**src/hdl/chd_pkg.sv**
```systemverilog
// Shared types and constants for the chunked body decoder.
`default_nettype none
package chd_pkg;

  localparam int LENGTH_BITS_DEF  = 24;
  localparam int PREFIX_BYTES_DEF = 4;

  localparam logic [7:0] CH_CR = 8'h0d;
  localparam logic [7:0] CH_LF = 8'h0a;

  typedef enum logic [1:0] {
    KIND_DATA = 2'd0,
    KIND_DONE = 2'd1,
    KIND_ERR  = 2'd2
  } kind_t;

  // One result beat from the parser to the output register.
  typedef struct packed {
    logic       vld;
    kind_t      kind;
    logic [7:0] payload;
  } res_t;

endpackage
`default_nettype wire

```
**src/hdl/chd_parser.sv**
```systemverilog
// Framing state machine: prefix skip, size line, payload count and trailers.
`default_nettype none
module chd_parser #(
  parameter int LENGTH_BITS  = chd_pkg::LENGTH_BITS_DEF,
  parameter int PREFIX_BYTES = chd_pkg::PREFIX_BYTES_DEF
) (
  input  wire logic        clk,
  input  wire logic        rst_n,
  input  wire logic        step,
  input  wire logic [7:0]  byte_in,
  input  wire logic        first,
  output chd_pkg::res_t    res
);
  import chd_pkg::*;

  typedef enum logic [3:0] {
    PH_PREFIX   = 4'd0,
    PH_SIZE     = 4'd1,
    PH_SIZE_LF  = 4'd2,
    PH_DATA     = 4'd3,
    PH_DATA_CR  = 4'd4,
    PH_DATA_LF  = 4'd5,
    PH_TRAIL_CR = 4'd6,
    PH_TRAIL_LF = 4'd7,
    PH_DONE     = 4'd8,
    PH_ERROR    = 4'd9
  } phase_t;

  localparam phase_t PH_START = (PREFIX_BYTES == 0) ? PH_SIZE : PH_PREFIX;
  localparam logic [2:0] PREFIX_LAST = 3'(PREFIX_BYTES);

  phase_t                 phase_r, phase_nxt, ph_cur;
  logic [2:0]             prefix_r, prefix_nxt, pc_cur, pc_inc;
  logic [LENGTH_BITS-1:0] rem_r, rem_nxt, rem_cur;
  logic                   digit_r, digit_nxt, ds_cur;
  logic                   ended_r, ended_nxt, se_cur;
  logic [4:0]             hex;

  // Returns {is_hex, value}.
  function automatic logic [4:0] hex_dec(input logic [7:0] c);
    logic [4:0] r;
    r = 5'd0;
    if (c inside {[8'h30:8'h39]}) r = {1'b1, 4'(c - 8'h30)};
    else if (c inside {[8'h61:8'h66]}) r = {1'b1, 4'(c - 8'h57)};
    else if (c inside {[8'h41:8'h46]}) r = {1'b1, 4'(c - 8'h37)};
    return r;
  endfunction

  always_comb begin
    // a first beat restarts the body before it is parsed
    ph_cur  = first ? PH_START : phase_r;
    pc_cur  = first ? 3'd0 : prefix_r;
    rem_cur = first ? '0 : rem_r;
    ds_cur  = first ? 1'b0 : digit_r;
    se_cur  = first ? 1'b0 : ended_r;

    phase_nxt  = ph_cur;
    prefix_nxt = pc_cur;
    rem_nxt    = rem_cur;
    digit_nxt  = ds_cur;
    ended_nxt  = se_cur;
    hex        = hex_dec(byte_in);
    pc_inc     = pc_cur + 3'd1;
    res        = '{vld: 1'b0, kind: KIND_DATA, payload: 8'd0};

    case (ph_cur)
      PH_PREFIX: begin
        prefix_nxt = pc_inc;
        if (pc_inc >= PREFIX_LAST) phase_nxt = PH_SIZE;
      end
      PH_SIZE: begin
        if (byte_in == CH_CR) begin
          if (!ds_cur) begin
            phase_nxt = PH_ERROR;
            res = '{vld: 1'b1, kind: KIND_ERR, payload: 8'd0};
          end else begin
            phase_nxt = PH_SIZE_LF;
          end
        end else if (!hex[4] || se_cur) begin
          ended_nxt = 1'b1;
        end else if (rem_cur[LENGTH_BITS-1 -: 4] != 4'd0) begin
          phase_nxt = PH_ERROR;
          res = '{vld: 1'b1, kind: KIND_ERR, payload: 8'd0};
        end else begin
          rem_nxt   = {rem_cur[LENGTH_BITS-5:0], hex[3:0]};
          digit_nxt = 1'b1;
        end
      end
      PH_SIZE_LF: begin
        if (byte_in != CH_LF) begin
          phase_nxt = PH_ERROR;
          res = '{vld: 1'b1, kind: KIND_ERR, payload: 8'd0};
        end else begin
          phase_nxt = (rem_cur == '0) ? PH_TRAIL_CR : PH_DATA;
        end
      end
      PH_DATA: begin
        rem_nxt = rem_cur - 1'b1;
        if (rem_cur == LENGTH_BITS'(1)) phase_nxt = PH_DATA_CR;
        res = '{vld: 1'b1, kind: KIND_DATA, payload: byte_in};
      end
      PH_DATA_CR: begin
        if (byte_in != CH_CR) begin
          phase_nxt = PH_ERROR;
          res = '{vld: 1'b1, kind: KIND_ERR, payload: 8'd0};
        end else begin
          phase_nxt = PH_DATA_LF;
        end
      end
      PH_DATA_LF: begin
        if (byte_in != CH_LF) begin
          phase_nxt = PH_ERROR;
          res = '{vld: 1'b1, kind: KIND_ERR, payload: 8'd0};
        end else begin
          rem_nxt   = '0;
          digit_nxt = 1'b0;
          ended_nxt = 1'b0;
          phase_nxt = PH_SIZE;
        end
      end
      PH_TRAIL_CR: begin
        if (byte_in != CH_CR) begin
          phase_nxt = PH_ERROR;
          res = '{vld: 1'b1, kind: KIND_ERR, payload: 8'd0};
        end else begin
          phase_nxt = PH_TRAIL_LF;
        end
      end
      PH_TRAIL_LF: begin
        phase_nxt = PH_ERROR;
        res = '{vld: 1'b1, kind: KIND_ERR, payload: 8'd0};
        if (byte_in == CH_LF) begin
          phase_nxt = PH_DONE;
          res = '{vld: 1'b1, kind: KIND_DONE, payload: 8'd0};
        end
      end
      default: ;
    endcase
  end

  always_ff @(posedge clk) begin
    if (!rst_n) begin
      phase_r  <= PH_START;
      prefix_r <= 3'd0;
      rem_r    <= '0;
      digit_r  <= 1'b0;
      ended_r  <= 1'b0;
    end else if (step) begin
      phase_r  <= phase_nxt;
      prefix_r <= prefix_nxt;
      rem_r    <= rem_nxt;
      digit_r  <= digit_nxt;
      ended_r  <= ended_nxt;
    end
  end

endmodule
`default_nettype wire

```
**src/hdl/chd_out_reg.sv**
```systemverilog
// Result register driving the master-side stream.
`default_nettype none
module chd_out_reg (
  input  wire logic          clk,
  input  wire logic          rst_n,
  input  wire logic          load,
  input  chd_pkg::res_t      res,
  output logic               out_tvalid,
  input  wire logic          out_tready,
  output logic [7:0]         out_tdata,   // [7:0] payload
  output logic [1:0]         out_tuser    // [1:0] kind
);
  import chd_pkg::*;

  logic       vld_r, vld_nxt;
  logic [7:0] data_r;
  kind_t      kind_r;

  always_comb begin
    vld_nxt = vld_r;
    if (load) vld_nxt = res.vld;
    else if (out_tready) vld_nxt = 1'b0;
  end

  always_ff @(posedge clk) begin
    if (!rst_n) vld_r <= 1'b0;
    else vld_r <= vld_nxt;
  end

  // hold payload until the beat is taken
  always_ff @(posedge clk) begin
    if (load && res.vld) begin
      data_r <= res.payload;
      kind_r <= res.kind;
    end
  end

  assign out_tvalid = vld_r;
  assign out_tdata  = data_r;
  assign out_tuser  = kind_r;

endmodule
`default_nettype wire

```
**src/hdl/http_chunked_body_decoder_top.sv**
```systemverilog
// Top level: HTTP chunked body decoder, one byte beat per cycle while the output is not stalled.
// An accepted input beat passes through the input register, then the parser, then the result
// register. Throughput: one byte per cycle unless out_tready stalls the result register; the
// parser updates its state on the registered byte. Reset (rst_n low, synchronous) empties
// both registers and puts the parser at the start of a body.
`default_nettype none
module http_chunked_body_decoder_top #(
  parameter int LENGTH_BITS  = chd_pkg::LENGTH_BITS_DEF,
  parameter int PREFIX_BYTES = chd_pkg::PREFIX_BYTES_DEF
) (
  input  wire logic       clk,
  input  wire logic       rst_n,
  input  wire logic       in_tvalid,
  output logic            in_tready,
  input  wire logic [7:0] in_tdata,   // [7:0] byte_in
  input  wire logic       in_tuser,   // [0] first
  output logic            out_tvalid,
  input  wire logic       out_tready,
  output logic [7:0]      out_tdata,  // [7:0] payload
  output logic [1:0]      out_tuser   // [1:0] kind
);
  import chd_pkg::*;

  logic       in_vld_r, in_vld_nxt;
  logic [7:0] byte_r;
  logic       first_r;
  logic       adv, step;
  res_t       res;
  res_t       res_gated;

  // result slot free or being emptied this cycle
  assign adv       = !out_tvalid || out_tready;
  assign step      = adv && in_vld_r;
  assign in_tready = !in_vld_r || adv;

  always_comb begin
    in_vld_nxt = in_vld_r;
    if (in_tready) in_vld_nxt = in_tvalid;
  end

  always_ff @(posedge clk) begin
    if (!rst_n) in_vld_r <= 1'b0;
    else in_vld_r <= in_vld_nxt;
  end

  always_ff @(posedge clk) begin
    if (in_tvalid && in_tready) begin
      byte_r  <= in_tdata;
      first_r <= in_tuser;
    end
  end

  chd_parser #(
    .LENGTH_BITS (LENGTH_BITS),
    .PREFIX_BYTES(PREFIX_BYTES)
  ) u_parser (
    .clk    (clk),
    .rst_n  (rst_n),
    .step   (step),
    .byte_in(byte_r),
    .first  (first_r),
    .res    (res)
  );

  assign res_gated = '{vld: step && res.vld, kind: res.kind, payload: res.payload};

  chd_out_reg u_out (
    .clk       (clk),
    .rst_n     (rst_n),
    .load      (adv),
    .res       (res_gated),
    .out_tvalid(out_tvalid),
    .out_tready(out_tready),
    .out_tdata (out_tdata),
    .out_tuser (out_tuser)
  );

endmodule
`default_nettype wire

```
**config.mk**
```make
export PLATFORM = sky130hd
export DESIGN_NAME = http_chunked_body_decoder_top
export DESIGN_NICKNAME = d
export VERILOG_FILES = /design/src/hdl/chd_pkg.sv /design/src/hdl/chd_parser.sv /design/src/hdl/chd_out_reg.sv /design/src/hdl/http_chunked_body_decoder_top.sv
export SDC_FILE = /design/constraint.sdc
export NUM_CORES = 1
export LEC_CHECK = 0
export ABC_AREA = 1
export BUFFER_PORTS_ARGS = -buffer_cell sky130_fd_sc_hd__buf_4
export CAP_MARGIN = 30
export CORE_MARGIN = 1.5
export CORE_UTILIZATION = 25
export CTS_CLUSTER_SIZE = 14
export DETAILED_ROUTE_END_ITERATION = 10
export PLACE_DENSITY = 0.51
export SETUP_SLACK_MARGIN = 0.2
export SYNTH_ARGS = -nofsm -noshare
export SYNTH_HDL_FRONTEND = slang
export SYNTH_SLANG_ARGS = --single-unit
```
**constraint.sdc**
```tcl
create_clock -name clk -period 4.3 [get_ports clk]
set_input_delay 0.43 -clock clk [delete_from_list [all_inputs] [get_ports clk]]
set_output_delay 0.43 -clock clk [all_outputs]
set_load 0.005 [all_outputs]
```
* Word level (Yosys, flattened, before mapping) *
Cells that the tools add are included.

word-level totals
  bits in registers = 54
  input bits = 13

cells by class
  add/sub/neg operators = 5
  $lt $le $gt $ge = 7
  reduce and logical (&&, ||, !) cells = 19
  mux-type cells = 46
  eq/ne operators = 12

operator list
  cell                   count
  $mux 24                5
  $pmux 24 s3            1
  $mux 11                6
  $pmux 11 s5            1
  $mux 4                 11
  $pmux 4 s8             1
  $eq 24x1->1 const B    1
  $logic_not 24->1       1
  $sub 24x1->24 const B  1
  $eq 4x3->1 const B     4
  $eq 8x4->1 const B     2
  $ge 8x7->1 const B     2
  $le 8x7->1 const B     2
  $ne 8x4->1 const B     2
  $mux 5                 3
  $mux 1                 12
  $mux 10                1
  $mux 3                 3
  $eq 4x2->1 const B     2
  $ge 8x6->1 const B     1
  $le 8x6->1 const B     1
  $sub 4x3->4 const B    2
  $logic_and 1x1->1      7
  $eq 4x1->1 const B     1
  other kinds (10)       16

* Logic depth before layout (Yosys ltp) *
  depth in word-level cells = 12
  depth in mapped cells = 15
  mapped depth without buffers = 14

* Cells and area by module *
From an unflattened synthesis, not the netlist that was laid out.

unflattened totals
  cells, all modules = 613
  area, all modules = 3975.1 um2

by module, submodules not included
  module                         cells an instance  times used  seq. area each (um2)  area an instance (um2)
  chd_parser                     572                1           660.6                 3264.4
  http_chunked_body_decoder_top  24                 1           290.3                 362.8
  chd_out_reg                    17                 1           320.3                 347.8

* Worst setup path after synthesis *
Ideal clock, no wire load.

  path kind = reg2reg
  from = reg byte_r[0]
  to = reg u_out.data_r[0] (netlist: u_out.out_tdata[0]), enable pin
  path slack = 2.092 ns
  required time = 3.966 ns
  stages on the path, launching flop included = 13
  clock period less this slack = 2.208 ns
  arrival time = 1.874 ns
  path buffers = 0
  path through = edfxtp_1 > inv_1 > ha_1 > nor2_1 > nand2_1 > nand4_1 > nand2_1 > nand2_1 > o21ai_0 > nand2_1 > nand2_1 > nand2_1 > inv_1

on the way
  longest elaborated chain between the ends = 12
  elaborated cells on any way between the ends = 24
  those cells by class = order compare: 6; eq/ne: 3; mux: 8; reduce/logical: 7

ends and longest elaborated chain
  item                                             RTL line                             RTL
  from (decl)                                      http_chunked_body_decoder_top.sv:25  logic [7:0] byte_r;
  from (signal assigned)                           http_chunked_body_decoder_top.sv:48  byte_r <= in_tdata;
  $ge 8x7->1 / $le 8x7->1 (equally long branches)  chd_parser.sv:45                     else if (c inside {[8'h41:8'h46]}) r = {1'b1, 4'(c - 8'h37)};
  $logic_and 1x1->1                                chd_parser.sv:45
  $mux 5                                           chd_parser.sv:45
  $mux 5                                           chd_parser.sv:44                     else if (c inside {[8'h61:8'h66]}) r = {1'b1, 4'(c - 8'h57)};
  $mux 5                                           chd_parser.sv:43                     if (c inside {[8'h30:8'h39]}) r = {1'b1, 4'(c - 8'h30)};
  $logic_not 1->1                                  chd_parser.sv:79                     end else if (!hex[4] || se_cur) begin
  $logic_or 1x1->1                                 chd_parser.sv:79
  $mux 11                                          chd_parser.sv:79
  $mux 11                                          chd_parser.sv:72                     if (byte_in == CH_CR) begin
  $pmux 11 s5 (*)                                  chd_parser.sv:66                     case (ph_cur)
  $logic_and 1x1->1 (*)                            http_chunked_body_decoder_top.sv:65  assign res_gated = '{vld: step && res.vld, kind: res.kind, payload: res.payload};
  $logic_and 1x1->1 (*)                            chd_out_reg.sv:32                    if (load && res.vld) begin
  to (signal assigned)                             chd_out_reg.sv:33                    data_r <= res.payload;
  to (decl)                                        chd_out_reg.sv:16                    logic [7:0] data_r;

Mark *: on every way between the ends. The rest lies on a longest branch, timed or not.
A chain may end at the register's enable or synchronous reset.

* Worst setup path in the final report *
  from = reg first_r
  to = reg u_out.data_r[1] (netlist: u_out.out_tdata[1]), enable pin

on the way
  longest elaborated chain between the ends = 8
  elaborated cells on any way between the ends = 22
  those cells by class = eq/ne: 7; mux: 9; reduce/logical: 6

ends and longest elaborated chain
  item                    RTL line                             RTL
  from (decl)             http_chunked_body_decoder_top.sv:26  logic first_r;
  from (signal assigned)  http_chunked_body_decoder_top.sv:49  first_r <= in_tuser;
  $mux 24                 chd_parser.sv:53                     rem_cur = first ? '0 : rem_r;
  $reduce_bool 4->1       chd_parser.sv:81                     end else if (rem_cur[LENGTH_BITS-1 -: 4] != 4'd0) begin
  $mux 11                 chd_parser.sv:81
  $mux 11                 chd_parser.sv:79
  $mux 11                 chd_parser.sv:72
  $pmux 11 s5 (*)         chd_parser.sv:66
  $logic_and 1x1->1 (*)   http_chunked_body_decoder_top.sv:65
  $logic_and 1x1->1 (*)   chd_out_reg.sv:32

Marks and branches as above.

==> flow_metrics.py <==
metrics = {
    "sta": {
        "fin_skew_ps": 6.81,
        "final_max_slew_viol_count": 0,
        "tightest_slew_ps": 935,
        "timing.final.crit_share_pct": 70.1,
        "hold_viol": 0,
        "rsz0062_at_grt": "false",
        "fin_tns_setup_ps": 0,
        "fmax_ghz": 0.332,
        "period_minus_slack_ps": 3010,
        "timing.final.ws_setup_ps": 1290,
        "relSlewSlack_pct": 37.6,
        "setup_viol_count_final": 0,
    },
    "clock_tree": {
        "cts-resized-gates": 0,
        "htree_levels": 2,
        "root_buffer": "clkbuf_16",
        "cts.sinks": 54,
        "clockBufferDepth": 2,
        "post_cts_buffers": 0,
        "cts_buffers": 5,
        "cts_hold_buf": 0,
        "cts_tree": "yes",
        "clkTransAtPathRegs_ps": 80,
        "clock_latency_ps": 300,
    },
    "worst_hold_path": {
        "hold_class": "in2reg",
    },
    "run_status": {
        "status": "finished, final reports clean",
    },
    "detailed_routing": {
        "drc_errors": 0,
        "ant_nets": 0,
        "viasPerCell": 4.63,
        "drt-initial-drc-count": 289,
        "wire_per_inst_um": 13.4,
        "routed_wl_um": 11500,
        "vias": 3985,
        "firstDrtPassIters": 7,
    },
    "grt": {
        "track_usage_pct": 14.2,
        "antenna_found_initial": 0,
        "grt_max_degree": 33,
        "grt_pass1_wl_um": 19300,
        "grt_pass1_vias": 3902,
        "grt_overflow_total": 0,
    },
    "floorplan": {
        "fp-row-count": 46,
        "die_w_um": 131,
        "start_util_pct": 25.7,
        "coreArea_um2": 15900,
        "num_io_pins": 25,
        "dieArea_um2": 17200,
        "die_h_um": 131,
    },
    "power": {
        "p_per_area_nw_per_um2": 284,
        "ir_worst_vdd_mv": 0.134,
        "p_leak_uw": 0.00212,
    },
    "setup_path": {
        "cp_data_required_time_ps": 4260,
        "arrival_ps": 2980,
        "cp-end-kind": "flop",
        "path_max_fanout": 22,
        "criticalPathCategory": "reg2reg",
        "cp-start-kind": "flop",
    },
    "cells_and_area": {
        "layout.nets": 663,
        "synthToLayoutAreaGrowth_pct": 12.7,
        "antenna_cells": 0,
        "drive_gt1_share_pct": 13.4,
    },
    "synthesis": {
        "syn-instance-count": 628,
        "synth_ff_type": "dfxtp_1",
        "yosys_warnings": 0,
        "ys_types": 43,
        "synth.avg_cell_area_um2": 6.52,
        "netlist_area_um2": 4100,
        "synth.top_cell.area_share_pct": 17.1,
        "synth-edff-count": 19,
        "synthArstFlopShare_pct": 0,
        "yosysTopAreaCell": "dfxtp_1",
        "synthTopCellsByArea": "dfxtp_1 (17%), edfxtp_1 (14%), nand2_1 (13%), inv_1 (8.8%), nor2_1 (6.5%)",
        "synth-seq-cells": 54,
        "synth_nets": 648,
        "yosysSeqAreaShare_pct": 31.0,
    },
    "run": {
        "drv_cap": 0,
    },
    "placed_design": {
        "dpl.hpwl_um": 8190,
        "dp_slack_ps": 1300,
        "place.gp.congestion": 0.832,
        "portBuffers": 24,
    },
}
==> per-stage QoR <==
stage	instance area, µm²	instances	hold WS (ps)	utilization [%]	power [µW]
2_1_floorplan	4100	628	445	-	768
3_3_place_gp	4450	852	460	27.9	831
3_5_place_dp	4450	852	461	27.9	829
4_1_cts	4620	860	289	29.0	1330
5_1_grt	4620	860	291	29.0	1380
6_report	4620	860	298	29.0	1310
==> worst max-delay path, stage by stage (launching register included) <==
cell	delay [ps]
edfxtp_1	360
buf_4	230
inv_2	110
nand2_1	80
nor2_1	140
inv_1	80
nor2_2	500
inv_1	330
nor2_1	210
nand2_1	110
nand2_1	90
nand2_1	70
inv_1	360
==> layout by cell type (no fill, tap or decap), types with 3 or more instances in the layout <==
master / n
o211ai_1: 7
nand3_1: 50
nor3_1: 5
dfxtp_1: 35
nand4_1: 10
nand2_4: 6
inv_1: 96
inv_2: 7
nor2_2: 7
nor2_1: 71
o21ai_1: 6
buf_4: 27
o21ai_0: 39
nor2_4: 5
a21oi_1: 51
clkbuf_16: 5
xor2_1: 3
nand2_2: 15
nand2_1: 145
ha_1: 7
edfxtp_1: 19
==> registers in the layout, indices dropped and copies added, names as in the netlist <==
| name | cells |
|---|---|
| u_out.out_tuser | 2 |
| u_parser.digit_r | 1 |
| in_vld_r | 1 |
| u_parser.prefix_r | 3 |
| u_parser.rem_r | 24 |
| byte_r | 8 |
| u_out.out_tdata | 8 |
| u_parser.ended_r | 1 |
| u_parser.phase_r | 4 |
| u_out.out_tvalid | 1 |
| first_r | 1 |
==> kinds of logic after synthesis <==
family	synth area share, %
simple gates	37.6
buf+inv	12.7
compound gates	15.6
flops	31.0
fa+ha+maj	2.14
xor+xnor	0.855
==> metal layers <==
metal	vias up	share of wire [%]	GRT usage [%]
li1	2056	-	-
met1	1840	47	18.4
met2	73	49	24.7
met3	16	2.8	1.47
met4	0	1.8	4.52
met5	-	0	0
==> report_power, final <==
part | internal, µW | leakage, µW | total, µW | switching (µW)
Clock | 280 | 0.0000848 | 493 | 213
Sequential | 550 | 0.000448 | 563 | 12.9
Combinational | 82.3 | 0.00159 | 256 | 173
Total | 913 | 0.00212 | 1310 | 400
==> cell usage after synthesis, types with 8 or more instances <==
| cell type | instances |
|---|---|
| nand3_1 | 50 |
| o21ai_0 | 39 |
| nand2_2 | 15 |
| nand4_1 | 10 |
| edfxtp_1 | 19 |
| inv_1 | 96 |
| a21oi_1 | 51 |
| dfxtp_1 | 35 |
| nor2_1 | 71 |
| clkbuf_1 | 8 |
| nand2_1 | 145 |
==> path summary, 6_finish.rpt <==
path	from	cells after the start	slack (ps)	endpoint
max reg2reg	first_r	12	1290	u_out.out_tdata[1]
min	in_tdata[5]	1	300	byte_r[5]
min reg2reg	u_parser.rem_r[9]	2	470	u_parser.rem_r[9]
max	first_r	12	1290	u_out.out_tdata[1]
==> cell type report <==
cell class                      instances  area (µm²)
Multi-Input combinational cell        450        2300
Clock inverter                          3        47.5
Inverter                              105         397
Sequential cell                        54        1270
Timing Repair Buffer                   27         203
Fill cell                            1778       11300
Clock buffer                            5         125
Tap cell                              216         270
Power figures use the tool's default switching activity.
